<file path="src/hdl/totp_pkg.sv">
`default_nettype none
package totp_pkg;
	localparam int KeyUpperWidth = 64;
	localparam int KeyLowerWidth = 32;
	localparam int DigitWidth = 4;
	localparam int StepWidth = 32;
	localparam int TimeWidth = 64;
	localparam int CodeWidth = 30;
	localparam int TruncWidth = 31;
	localparam int CfgIndexWidth = 3;
	localparam int CfgDataWidth = 64;
	localparam int DigestWidth = 160;
	localparam int BlockWidth = 512;

	localparam logic [CfgIndexWidth-1:0] REG_KEY_UPPER = 3'd0;
	localparam logic [CfgIndexWidth-1:0] REG_KEY_MIDDLE = 3'd1;
	localparam logic [CfgIndexWidth-1:0] REG_KEY_LOWER = 3'd2;
	localparam logic [CfgIndexWidth-1:0] REG_DIGIT_COUNT = 3'd3;
	localparam logic [CfgIndexWidth-1:0] REG_STEP_SECONDS = 3'd4;

	localparam logic [DigitWidth-1:0] DigitReset = 4'd6;
	localparam logic [StepWidth-1:0] StepReset = 32'd30;

	localparam logic [DigestWidth-1:0] ShaInit =
		160'h67452301_efcdab89_98badcfe_10325476_c3d2e1f0;

	typedef enum logic [3:0] {
		ST_IDLE, ST_DIV, ST_LOAD, ST_HASH, ST_NEXT, ST_TRUNC, ST_MOD, ST_OUT
	} state_t;

	// which block the hash unit is fed with
	typedef enum logic [1:0] {
		BLK_INNER1, BLK_INNER2, BLK_OUTER1, BLK_OUTER2
	} blk_sel_t;

	typedef struct packed {
		logic     div_start;
		logic     load_block;
		blk_sel_t blk;
		logic     hash_step;
		logic     hash_finish;
		logic     trunc_load;
		logic     mod_start;
		logic     out_load;
	} totp_cmd_t;

	typedef struct packed {
		logic div_done;
		logic round_last;
		logic mod_done;
	} totp_sts_t;

	function automatic logic [31:0] pow10(input logic [DigitWidth-1:0] d);
		case (d)
			4'd0, 4'd1: pow10 = 32'd10;
			4'd2: pow10 = 32'd100;
			4'd3: pow10 = 32'd1000;
			4'd4: pow10 = 32'd10000;
			4'd5: pow10 = 32'd100000;
			4'd6: pow10 = 32'd1000000;
			4'd7: pow10 = 32'd10000000;
			4'd8: pow10 = 32'd100000000;
			default: pow10 = 32'd1000000000;
		endcase
	endfunction
endpackage
`default_nettype wire

</file>
<file path="src/hdl/totp_hmac_sha1_code_generator.sv">
// an item passes through the divider, four sha-1 blocks, the truncation, the modulo
// reduction and the output load; a new item is taken only once the last one has reached
// the output stage; one item is taken while a result waits, then the input stalls until
// the result leaves
// reset: asynchronous active-low, key clears to zero, digits 6, step 30 seconds
`default_nettype none
module totp_hmac_sha1_code_generator (
	input  wire logic                                  clk,
	input  wire logic                                  arst_n,
	input  wire logic                                  cfg_we,
	input  wire logic [totp_pkg::CfgIndexWidth-1:0]    cfg_index,
	input  wire logic [totp_pkg::CfgDataWidth-1:0]     cfg_data,
	input  wire logic                                  s_tvalid,
	output logic                                       s_tready,
	input  wire logic [63:0]                           s_tdata, // unix_seconds
	output logic                                       m_tvalid,
	input  wire logic                                  m_tready,
	// otp_code[29:0], truncated_value[60:30], time_counter[124:61], zeros
	output logic [127:0]                               m_tdata
);
	import totp_pkg::*;

	logic [KeyUpperWidth-1:0] key_upper_q, key_middle_q;
	logic [KeyLowerWidth-1:0] key_lower_q;
	logic [DigitWidth-1:0] digit_q;
	logic [StepWidth-1:0] step_q;
	totp_cmd_t cmd;
	totp_sts_t sts;
	logic busy;
	logic [CodeWidth-1:0] otp_code;
	logic [TruncWidth-1:0] truncated_value;
	logic [TimeWidth-1:0] time_counter;

	always_ff @(posedge clk or negedge arst_n) begin
		if (!arst_n) begin
			key_upper_q <= '0;
			key_middle_q <= '0;
			key_lower_q <= '0;
			digit_q <= DigitReset;
			step_q <= StepReset;
		end else if (cfg_we) begin
			case (cfg_index)
				REG_KEY_UPPER: key_upper_q <= cfg_data;
				REG_KEY_MIDDLE: key_middle_q <= cfg_data;
				REG_KEY_LOWER: key_lower_q <= cfg_data[KeyLowerWidth-1:0];
				REG_DIGIT_COUNT: digit_q <= cfg_data[DigitWidth-1:0];
				REG_STEP_SECONDS: step_q <= cfg_data[StepWidth-1:0];
				default: ;
			endcase
		end
	end

	assign s_tready = !busy;

	totp_ctrl u_ctrl (
		.clk(clk), .arst_n(arst_n),
		.in_fire(s_tvalid && s_tready), .out_fire(m_tvalid && m_tready),
		.sts(sts), .cmd(cmd), .busy(busy), .out_valid(m_tvalid)
	);

	totp_datapath u_dp (
		.clk(clk), .arst_n(arst_n), .cmd(cmd), .sts(sts),
		.unix_seconds(s_tdata),
		.key({key_upper_q, key_middle_q, key_lower_q}),
		.digit_count(digit_q), .step_seconds(step_q),
		.otp_code(otp_code), .truncated_value(truncated_value),
		.time_counter(time_counter)
	);

	assign m_tdata = {3'd0, time_counter, truncated_value, otp_code};
endmodule
`default_nettype wire

</file>
<file path="src/hdl/totp_ctrl.sv">
`default_nettype none
module totp_ctrl (
	input  wire logic                clk,
	input  wire logic                arst_n,
	input  wire logic                in_fire,
	input  wire logic                out_fire,
	input  wire totp_pkg::totp_sts_t sts,
	output totp_pkg::totp_cmd_t      cmd,
	output logic                     busy,
	output logic                     out_valid
);
	import totp_pkg::*;

	state_t state_q, state_d;
	blk_sel_t blk_q, blk_d;
	logic out_valid_q;

	always_ff @(posedge clk or negedge arst_n) begin
		if (!arst_n) begin
			state_q <= ST_IDLE;
			blk_q <= BLK_INNER1;
			out_valid_q <= 1'b0;
		end else begin
			state_q <= state_d;
			blk_q <= blk_d;
			if (cmd.out_load) out_valid_q <= 1'b1;
			else if (out_fire) out_valid_q <= 1'b0;
		end
	end

	assign out_valid = out_valid_q;

	always_comb begin
		state_d = state_q;
		blk_d = blk_q;
		cmd = '0;
		cmd.blk = blk_q;
		busy = 1'b1;
		case (state_q)
			ST_IDLE: begin
				busy = 1'b0;
				if (in_fire) begin
					cmd.div_start = 1'b1;
					state_d = ST_DIV;
				end
			end
			ST_DIV: begin
				if (sts.div_done) begin
					blk_d = BLK_INNER1;
					state_d = ST_LOAD;
				end
			end
			ST_LOAD: begin
				cmd.load_block = 1'b1;
				state_d = ST_HASH;
			end
			ST_HASH: begin
				cmd.hash_step = 1'b1;
				if (sts.round_last) state_d = ST_NEXT;
			end
			ST_NEXT: begin
				cmd.hash_finish = 1'b1;
				case (blk_q)
					BLK_INNER1: begin blk_d = BLK_INNER2; state_d = ST_LOAD; end
					BLK_INNER2: begin blk_d = BLK_OUTER1; state_d = ST_LOAD; end
					BLK_OUTER1: begin blk_d = BLK_OUTER2; state_d = ST_LOAD; end
					default: state_d = ST_TRUNC;
				endcase
			end
			ST_TRUNC: begin
				cmd.trunc_load = 1'b1;
				state_d = ST_MOD;
			end
			ST_MOD: begin
				if (sts.mod_done) state_d = ST_OUT;
			end
			ST_OUT: begin
				// wait here while the output register still holds the previous item
				if (!out_valid_q || out_fire) begin
					cmd.out_load = 1'b1;
					state_d = ST_IDLE;
				end
			end
			default: state_d = ST_IDLE;
		endcase
		cmd.mod_start = (state_q == ST_TRUNC);
	end

	assert property (@(posedge clk) disable iff (!arst_n)
		in_fire |-> state_q == ST_IDLE)
		else $error("item taken while busy");
	assert property (@(posedge clk) disable iff (!arst_n)
		out_valid_q && !out_fire |=> out_valid_q)
		else $error("result dropped");
	assert property (@(posedge clk) disable iff (!arst_n)
		cmd.out_load |-> !out_valid_q || out_fire)
		else $error("result overwritten");
	assert property (@(posedge clk) disable iff (!arst_n)
		state_q == ST_LOAD |=> state_q == ST_HASH)
		else $error("load not followed by rounds");
endmodule
`default_nettype wire

</file>
<file path="src/hdl/totp_datapath.sv">
`default_nettype none
module totp_datapath (
	input  wire logic                                   clk,
	input  wire logic                                   arst_n,
	input  wire totp_pkg::totp_cmd_t                    cmd,
	output totp_pkg::totp_sts_t                         sts,
	input  wire logic [totp_pkg::TimeWidth-1:0]         unix_seconds,
	input  wire logic [159:0]                           key,
	input  wire logic [totp_pkg::DigitWidth-1:0]        digit_count,
	input  wire logic [totp_pkg::StepWidth-1:0]         step_seconds,
	output logic [totp_pkg::CodeWidth-1:0]              otp_code,
	output logic [totp_pkg::TruncWidth-1:0]             truncated_value,
	output logic [totp_pkg::TimeWidth-1:0]              time_counter
);
	import totp_pkg::*;

	// restoring divider, one quotient bit a cycle
	logic [TimeWidth-1:0] quo_q;
	logic [StepWidth:0] rem_q;
	logic [StepWidth-1:0] div_q;
	logic [6:0] div_cnt_q;
	logic div_busy_q;
	logic [StepWidth:0] rem_sh;
	logic rem_ge;

	assign rem_sh = {rem_q[StepWidth-1:0], quo_q[TimeWidth-1]};
	assign rem_ge = rem_sh >= {1'b0, div_q};

	always_ff @(posedge clk or negedge arst_n) begin
		if (!arst_n) begin
			div_busy_q <= 1'b0;
			div_cnt_q <= '0;
		end else if (cmd.div_start) begin
			div_busy_q <= 1'b1;
			div_cnt_q <= 7'd0;
		end else if (div_busy_q) begin
			div_cnt_q <= div_cnt_q + 7'd1;
			if (div_cnt_q == 7'(TimeWidth - 1)) div_busy_q <= 1'b0;
		end
	end

	always_ff @(posedge clk) begin
		if (cmd.div_start) begin
			quo_q <= unix_seconds;
			rem_q <= '0;
			div_q <= (step_seconds == '0) ? StepWidth'(1) : step_seconds;
		end else if (div_busy_q) begin
			rem_q <= rem_ge ? rem_sh - {1'b0, div_q} : rem_sh;
			quo_q <= {quo_q[TimeWidth-2:0], rem_ge};
		end
	end
	assign sts.div_done = !div_busy_q && !cmd.div_start;

	// sha-1 round engine with a 16-word schedule window
	logic [31:0] w_q [16];
	logic [31:0] a_q, b_q, c_q, d_q, e_q;
	logic [DigestWidth-1:0] h_q, inner_q;
	logic [6:0] rnd_q;
	logic [BlockWidth-1:0] blk;
	logic [511:0] ipad, opad;
	logic [31:0] f, k, t, wn;

	always_comb begin
		ipad = {key ^ {20{8'h36}}, {44{8'h36}}};
		opad = {key ^ {20{8'h5c}}, {44{8'h5c}}};
		case (cmd.blk)
			BLK_INNER1, BLK_OUTER1: blk = (cmd.blk == BLK_INNER1) ? ipad : opad;
			BLK_INNER2: blk = {quo_q, 8'h80, 376'd0, 64'd576};
			default: blk = {inner_q, 8'h80, 280'd0, 64'd672};
		endcase
	end

	always_comb begin
		if (rnd_q < 7'd20) begin
			f = (b_q & c_q) | (~b_q & d_q); k = 32'h5a827999;
		end else if (rnd_q < 7'd40) begin
			f = b_q ^ c_q ^ d_q; k = 32'h6ed9eba1;
		end else if (rnd_q < 7'd60) begin
			f = (b_q & c_q) | (b_q & d_q) | (c_q & d_q); k = 32'h8f1bbcdc;
		end else begin
			f = b_q ^ c_q ^ d_q; k = 32'hca62c1d6;
		end
		t = {a_q[26:0], a_q[31:27]} + f + e_q + k + w_q[0];
		wn = w_q[13] ^ w_q[8] ^ w_q[2] ^ w_q[0];
		wn = {wn[30:0], wn[31]};
	end
	assign sts.round_last = (rnd_q == 7'd79);

	always_ff @(posedge clk) begin
		if (cmd.load_block) begin
			for (int i = 0; i < 16; i++) w_q[i] <= blk[511 - 32*i -: 32];
			if (cmd.blk == BLK_INNER1 || cmd.blk == BLK_OUTER1) begin
				h_q <= ShaInit;
				{a_q, b_q, c_q, d_q, e_q} <= ShaInit;
			end else
				{a_q, b_q, c_q, d_q, e_q} <= h_q;
			rnd_q <= '0;
		end else if (cmd.hash_step) begin
			for (int i = 0; i < 15; i++) w_q[i] <= w_q[i+1];
			w_q[15] <= wn;
			e_q <= d_q; d_q <= c_q; c_q <= {b_q[1:0], b_q[31:2]};
			b_q <= a_q; a_q <= t;
			rnd_q <= rnd_q + 7'd1;
		end else if (cmd.hash_finish) begin
			h_q <= {h_q[159:128] + a_q, h_q[127:96] + b_q, h_q[95:64] + c_q,
				h_q[63:32] + d_q, h_q[31:0] + e_q};
			if (cmd.blk == BLK_INNER2)
				inner_q <= {h_q[159:128] + a_q, h_q[127:96] + b_q,
					h_q[95:64] + c_q, h_q[63:32] + d_q, h_q[31:0] + e_q};
		end
	end

	// dynamic truncation then a shift-subtract reduction
	logic [TruncWidth-1:0] trunc_q;
	logic [3:0] off;
	logic [31:0] word;
	logic [61:0] mrem_q, mdiv_q;
	logic [5:0] mcnt_q;
	logic mbusy_q;

	assign off = h_q[3:0];
	assign word = h_q[159 - 8*off -: 32];

	always_ff @(posedge clk or negedge arst_n) begin
		if (!arst_n) begin
			mbusy_q <= 1'b0;
			mcnt_q <= '0;
		end else if (cmd.mod_start) begin
			mbusy_q <= 1'b1;
			mcnt_q <= '0;
		end else if (mbusy_q) begin
			mcnt_q <= mcnt_q + 6'd1;
			if (mcnt_q == 6'd30) mbusy_q <= 1'b0;
		end
	end

	always_ff @(posedge clk) begin
		if (cmd.trunc_load) trunc_q <= word[30:0];
		// truncation and reduction start on the same edge, so take the word directly
		if (cmd.mod_start) begin
			mrem_q <= {31'd0, word[30:0]};
			mdiv_q <= {pow10(digit_count > 4'd9 ? 4'd9 : digit_count)
				, 30'd0};
		end else if (mbusy_q) begin
			if (mrem_q >= mdiv_q) mrem_q <= mrem_q - mdiv_q;
			mdiv_q <= {1'b0, mdiv_q[61:1]};
		end
	end
	assign sts.mod_done = !mbusy_q && !cmd.mod_start;

	// output register, frees the datapath for the next item
	logic [CodeWidth-1:0] code_out_q;
	logic [TruncWidth-1:0] trunc_out_q;
	logic [TimeWidth-1:0] ctr_out_q;

	always_ff @(posedge clk) begin
		if (cmd.out_load) begin
			code_out_q <= mrem_q[CodeWidth-1:0];
			trunc_out_q <= trunc_q;
			ctr_out_q <= quo_q;
		end
	end
	assign otp_code = code_out_q;
	assign truncated_value = trunc_out_q;
	assign time_counter = ctr_out_q;

	assert property (@(posedge clk) disable iff (!arst_n)
		cmd.hash_step |-> rnd_q <= 7'd79)
		else $error("round counter overrun");
	assert property (@(posedge clk) disable iff (!arst_n)
		div_busy_q |-> div_q != '0)
		else $error("zero divisor");
	assert property (@(posedge clk) disable iff (!arst_n)
		mbusy_q && mcnt_q == 6'd30 |=> !mbusy_q)
		else $error("modulo overran");
endmodule
`default_nettype wire

</file>
<file path="config.mk">
export PLATFORM = sky130hd
export DESIGN_NAME = totp_hmac_sha1_code_generator
export DESIGN_NICKNAME = d
export VERILOG_FILES = /design/src/hdl/totp_pkg.sv /design/src/hdl/totp_hmac_sha1_code_generator.sv /design/src/hdl/totp_ctrl.sv /design/src/hdl/totp_datapath.sv
export SDC_FILE = /design/constraint.sdc
export NUM_CORES = 2
export LEC_CHECK = 0
export BUFFER_PORTS_ARGS = -buffer_cell sky130_fd_sc_hd__buf_2
export CORE_ASPECT_RATIO = 1.75
export CORE_MARGIN = 4
export CORE_UTILIZATION = 30
export CTS_CLUSTER_SIZE = 28
export DETAILED_ROUTE_END_ITERATION = 6
export PLACE_DENSITY = 0.42
export SYNTH_ARGS = -nofsm -noshare
export SYNTH_HDL_FRONTEND = slang
export SYNTH_SLANG_ARGS = --single-unit
export TNS_END_PERCENT = 100
</file>
<file path="constraint.sdc">
create_clock -name clk -period 33.4 [get_ports clk]
set_clock_uncertainty 0.2 [all_clocks]
set_input_delay 1.67 -clock clk [delete_from_list [all_inputs] [get_ports clk]]
set_output_delay 1.67 -clock clk [all_outputs]
set_load 0.05 [all_outputs]
</file>
==> summary.txt <==
Run status
  – Result of the run: completed

Placement
  – Count of port buffers added during placement: ~260
  – Pre-CTS WS: 24.96 ns
  – Final HPWL from detailed placement: slightly above 300 mm
  – Weighted congestion reported at the end of routability-driven placement: approximately 0.96

STA
  – RSZ-0062 raised after global routing: false
  – Slew HR: 0.08425
  – Ratio of final minimum period to clock period: 0.2551
  – Tightest Pin Transition: ~1.4 ns
  – Number of endpoints failing setup at the final stage: 0
  – Maximum achievable frequency: 117.4 MHz
  – Setup slack of the critical path after layout: about 25 ns
  – Setup TNS: 0 ns
  – Final Slew Violations: 0
  – Post-layout min period: 8.521 ns
  – Hold Violations, Final: 0
  – Hold Worst Slack: around 0.21 ns

Synth
  – FF+latch count, synth: between 1.5k and 2k
  – Top area cells in the synthesized netlist: sky130_fd_sc_hd__edfxtp_1, sky130_fd_sc_hd__dfrtp_1, sky130_fd_sc_hd__ha_1
  – Most frequent cells after synthesis: sky130_fd_sc_hd__edfxtp_1, sky130_fd_sc_hd__nand2_1, sky130_fd_sc_hd__nor2_1, sky130_fd_sc_hd__o21ai_0, sky130_fd_sc_hd__a21oi_1
  – Fraction of synthesized cell area taken by the top area cell type: 0.4491
  – Synth Area per Inst: between 10 and 15 µm²
  – Count of different cell masters after synthesis: 103
  – Cell type with the largest total area after synthesis: sky130_fd_sc_hd__edfxtp_1
  – Most common cell in the netlist: sky130_fd_sc_hd__edfxtp_1
  – Seq/Total Area, Yosys: 0.5344
  – Post-synth EDFFs: between 1k and 1.5k
  – Share of synthesized registers carrying an async set or reset: 0.1338
  – Synth Cell Area: ~87000 µm²
  – Synthesized netlist cell count: 7804
  – Number of synthesis warnings: 0
  – Main flop type after synthesis: sky130_fd_sc_hd__edfxtp_1

Setup path
  – Startpoint kind of the worst setup timing path: flip-flop
  – R2R cell count: 22
  – Critical-path cell with the highest stage delay: sky130_fd_sc_hd__nand2_1
  – Worst-path maximum fanout: 21
  – Reg-to-Reg Start: u_dp.rnd_q[2]
  – Worst setup slack for register-to-register paths: 24.88 ns
  – Crit-path cells: a41oi_1, nand2_1, inv_1, buf_4, nor2_1, inv_1, fa_1, fa_1, inv_1, fa_1, inv_1, ha_1, nor2b_1, o21ai_1, a21boi_0, o31ai_2, a21oi_1, a311oi_1, o211ai_1, a21oi_1, xor2_1, o21ai_0
  – Sort of element at the end of the critical path: flip-flop
  – Worst path required time: 33.71 ns
  – Critical register-to-register path endpoint: u_dp.a_q[29]
  – Stage delay of the slowest cell on the critical path: 0.89 ns
  – Most prevalent standard cell on the critical path: sky130_fd_sc_hd__inv_1
  – Arrival time reported for the critical path endpoint: between 8 and 9 ns
  – Type of the setup path with the least slack: flip-flop to flip-flop

Clock tree
  – Quantity of gates resized following cts: 0
  – Max H-tree Level: 4
  – Count of hold-fix buffers inserted at cts: 0
  – Clk sinks: between 1.5k and 2k
  – Clock Tree Buf Depth: 4
  – Clock latency reported for the late side of the worst-skew pair: around 0.9 ns
  – Number of post-CTS setup repair buffers: 0
  – Master cell of the clock root buffer: sky130_fd_sc_hd__clkbuf_16
  – Clock transition time at the flip-flop clock pins of the worst setup and hold paths: about 0.06 ns
  – TritonCTS clock tree: built
  – Total CTS buffers: between 150 and 200

Hold path
  – Instance count along the most critical hold path: 0
  – Worst Hold Class: flip-flop to flip-flop
  – Worst Min Path Start: u_dp.trunc_q[2]
  – Worst Hold Path EP: u_dp.truncated_value[2]

Floorplanning
  – Starting Density: 0.3019
  – DIE HEIGHT: between 700 and 800 µm
  – Die extent in x: around 420 µm
  – CORE AREA: around 290000 µm²
  – Total die area: roughly 300000 µm²
  – Top-Level Pins: about 270
  – Placement row count: about 260

Layout
  – Utilization after layout: 0.3420
  – Final net count: 8463
  – Area delta synth->final: 13.28%
  – Proportion of layout cells with a drive suffix above 1: 0.1285
  – Fill count: slightly below 30k

Global route
  – Total gr overflow: 0
  – Number of global-route vias before repair: 64.30k
  – Global Route Usage Sum: 0.2579
  – Wire length of the first global-routing pass: approximately 540 mm
  – Largest net degree at the start of global routing: ~170
  – Antenna violations before repair: 47

Routing
  – WL final: 398.6 mm
  – Via total after detailed routing: 64.37k
  – Post-DR wirelength/cell: ~33 µm
  – Drt drc: 0
  – Post-detailed-route count of antenna-violating nets: 0
  – Post-DR vias/cell: between 5 and 6
  – Initial DRC Count: 5843
  – First-pass DRT Iterations: 5

Flow run
  – Number of max-cap violations: 0
==> cells by family after synthesis <==
kind of cell / Yosys count / synth area share
compound gates: 1989 / 0.1478
xor+xnor: 363 / 0.03652
fa+ha+maj: 429 / 0.07193
buf+inv: 880 / 0.03826
flops: 1622 / 0.5344
mux: 488 / 0.06448
other cells: 1 / 0.00004298
simple gates: 2032 / 0.1066
==> cell usage in the layout (no fill, tap or decap), types with 129 or more instances in the layout <==
master                      instances
sky130_fd_sc_hd__dfrtp_1          206
sky130_fd_sc_hd__mux2i_1          228
sky130_fd_sc_hd__a21o_1           386
sky130_fd_sc_hd__edfxtp_1        1305
sky130_fd_sc_hd__ha_1             305
sky130_fd_sc_hd__xnor2_1          199
sky130_fd_sc_hd__inv_1            392
sky130_fd_sc_hd__nand3_1          158
sky130_fd_sc_hd__nand2_1          765
sky130_fd_sc_hd__o21ai_0          506
sky130_fd_sc_hd__a21oi_1          462
sky130_fd_sc_hd__clkbuf_16        177
sky130_fd_sc_hd__xor2_1           146
sky130_fd_sc_hd__buf_2            261
sky130_fd_sc_hd__mux2_2           223
sky130_fd_sc_hd__nor2_1           517
sky130_fd_sc_hd__buf_4            129
==> per-stage QoR <==
stage	cells	instance area [µm²]
2_1_floorplan	7806	87260
3_3_place_gp	11534	92980
3_5_place_dp	11534	92980
4_1_cts	11850	98550
5_1_grt	11947	98810
6_report	11964	98850
==> per-layer routing <==
layer / global-route usage / wire, µm / part of all wire
met4: 0.2319 / 41780 / 0.10
met1: 0.2708 / 139800 / 0.35
met2: 0.4538 / 201400 / 0.51
met5: 0 / 51 / 0.00013
met3: 0.02900 / 15480 / 0.039
==> registers in the layout, indices dropped and copies added, names as in the netlist, 30 cells and up <==
name,cells
u_dp.quo_q,64
key_lower_q,32
u_dp.d_q,32
key_upper_q,64
u_dp.mrem_q,62
u_dp.inner_q,160
u_dp.otp_code,30
u_dp.div_q,32
u_dp.w_q,512
u_dp.b_q,32
u_dp.c_q,32
u_dp.time_counter,64
u_dp.mdiv_q,60
u_dp.a_q,32
u_dp.e_q,32
u_dp.h_q,160
key_middle_q,64
u_dp.rem_q,32
u_dp.trunc_q,31
u_dp.truncated_value,31
step_q,32
==> how the worst max path moves through the flow <==
stage | slack (ns) | start | depth (start not counted) | end
global route | 24.38 | u_dp.rnd_q[2] | 22 | u_dp.a_q[29]
CTS | 24.88 | u_dp.rnd_q[2] | 22 | u_dp.a_q[29]
detailed placement | 24.96 | u_dp.rnd_q[2] | 22 | u_dp.a_q[29]
global placement | 24.97 | u_dp.rnd_q[2] | 22 | u_dp.a_q[29]
floorplan | 7.84 | u_ctrl.state_q[1] | 5 | u_dp.h_q[0]
finish | 24.88 | u_dp.rnd_q[2] | 22 | u_dp.a_q[29]
==> area by class of cell <==
class                      instances  area, µm²  area share
antenna                          114      285.3    0.002886
clock buffer                     252       4911     0.04968
clock inverter                    64      661.9    0.006696
inverter                         399       1506     0.01524
multi-input combinational       5304      37690      0.3813
sequential                      1622      46640      0.4718
tap                             3813       4771     0.04826
timing repair buffer             396       2390     0.02418
==> critical path: cells and delay by family (launching register included) <==
kind	cells	cell delay [ns]
fa+ha+maj	4	1.92
xor+xnor	1	0.15
buf+inv	5	1.21
compound gates	9	3.11
flops	1	0.38
simple gates	3	1.15
Power is left out: the tool's default activity adds up to more than one toggle a clock period on the data nets, which glitch-free logic cannot reach.
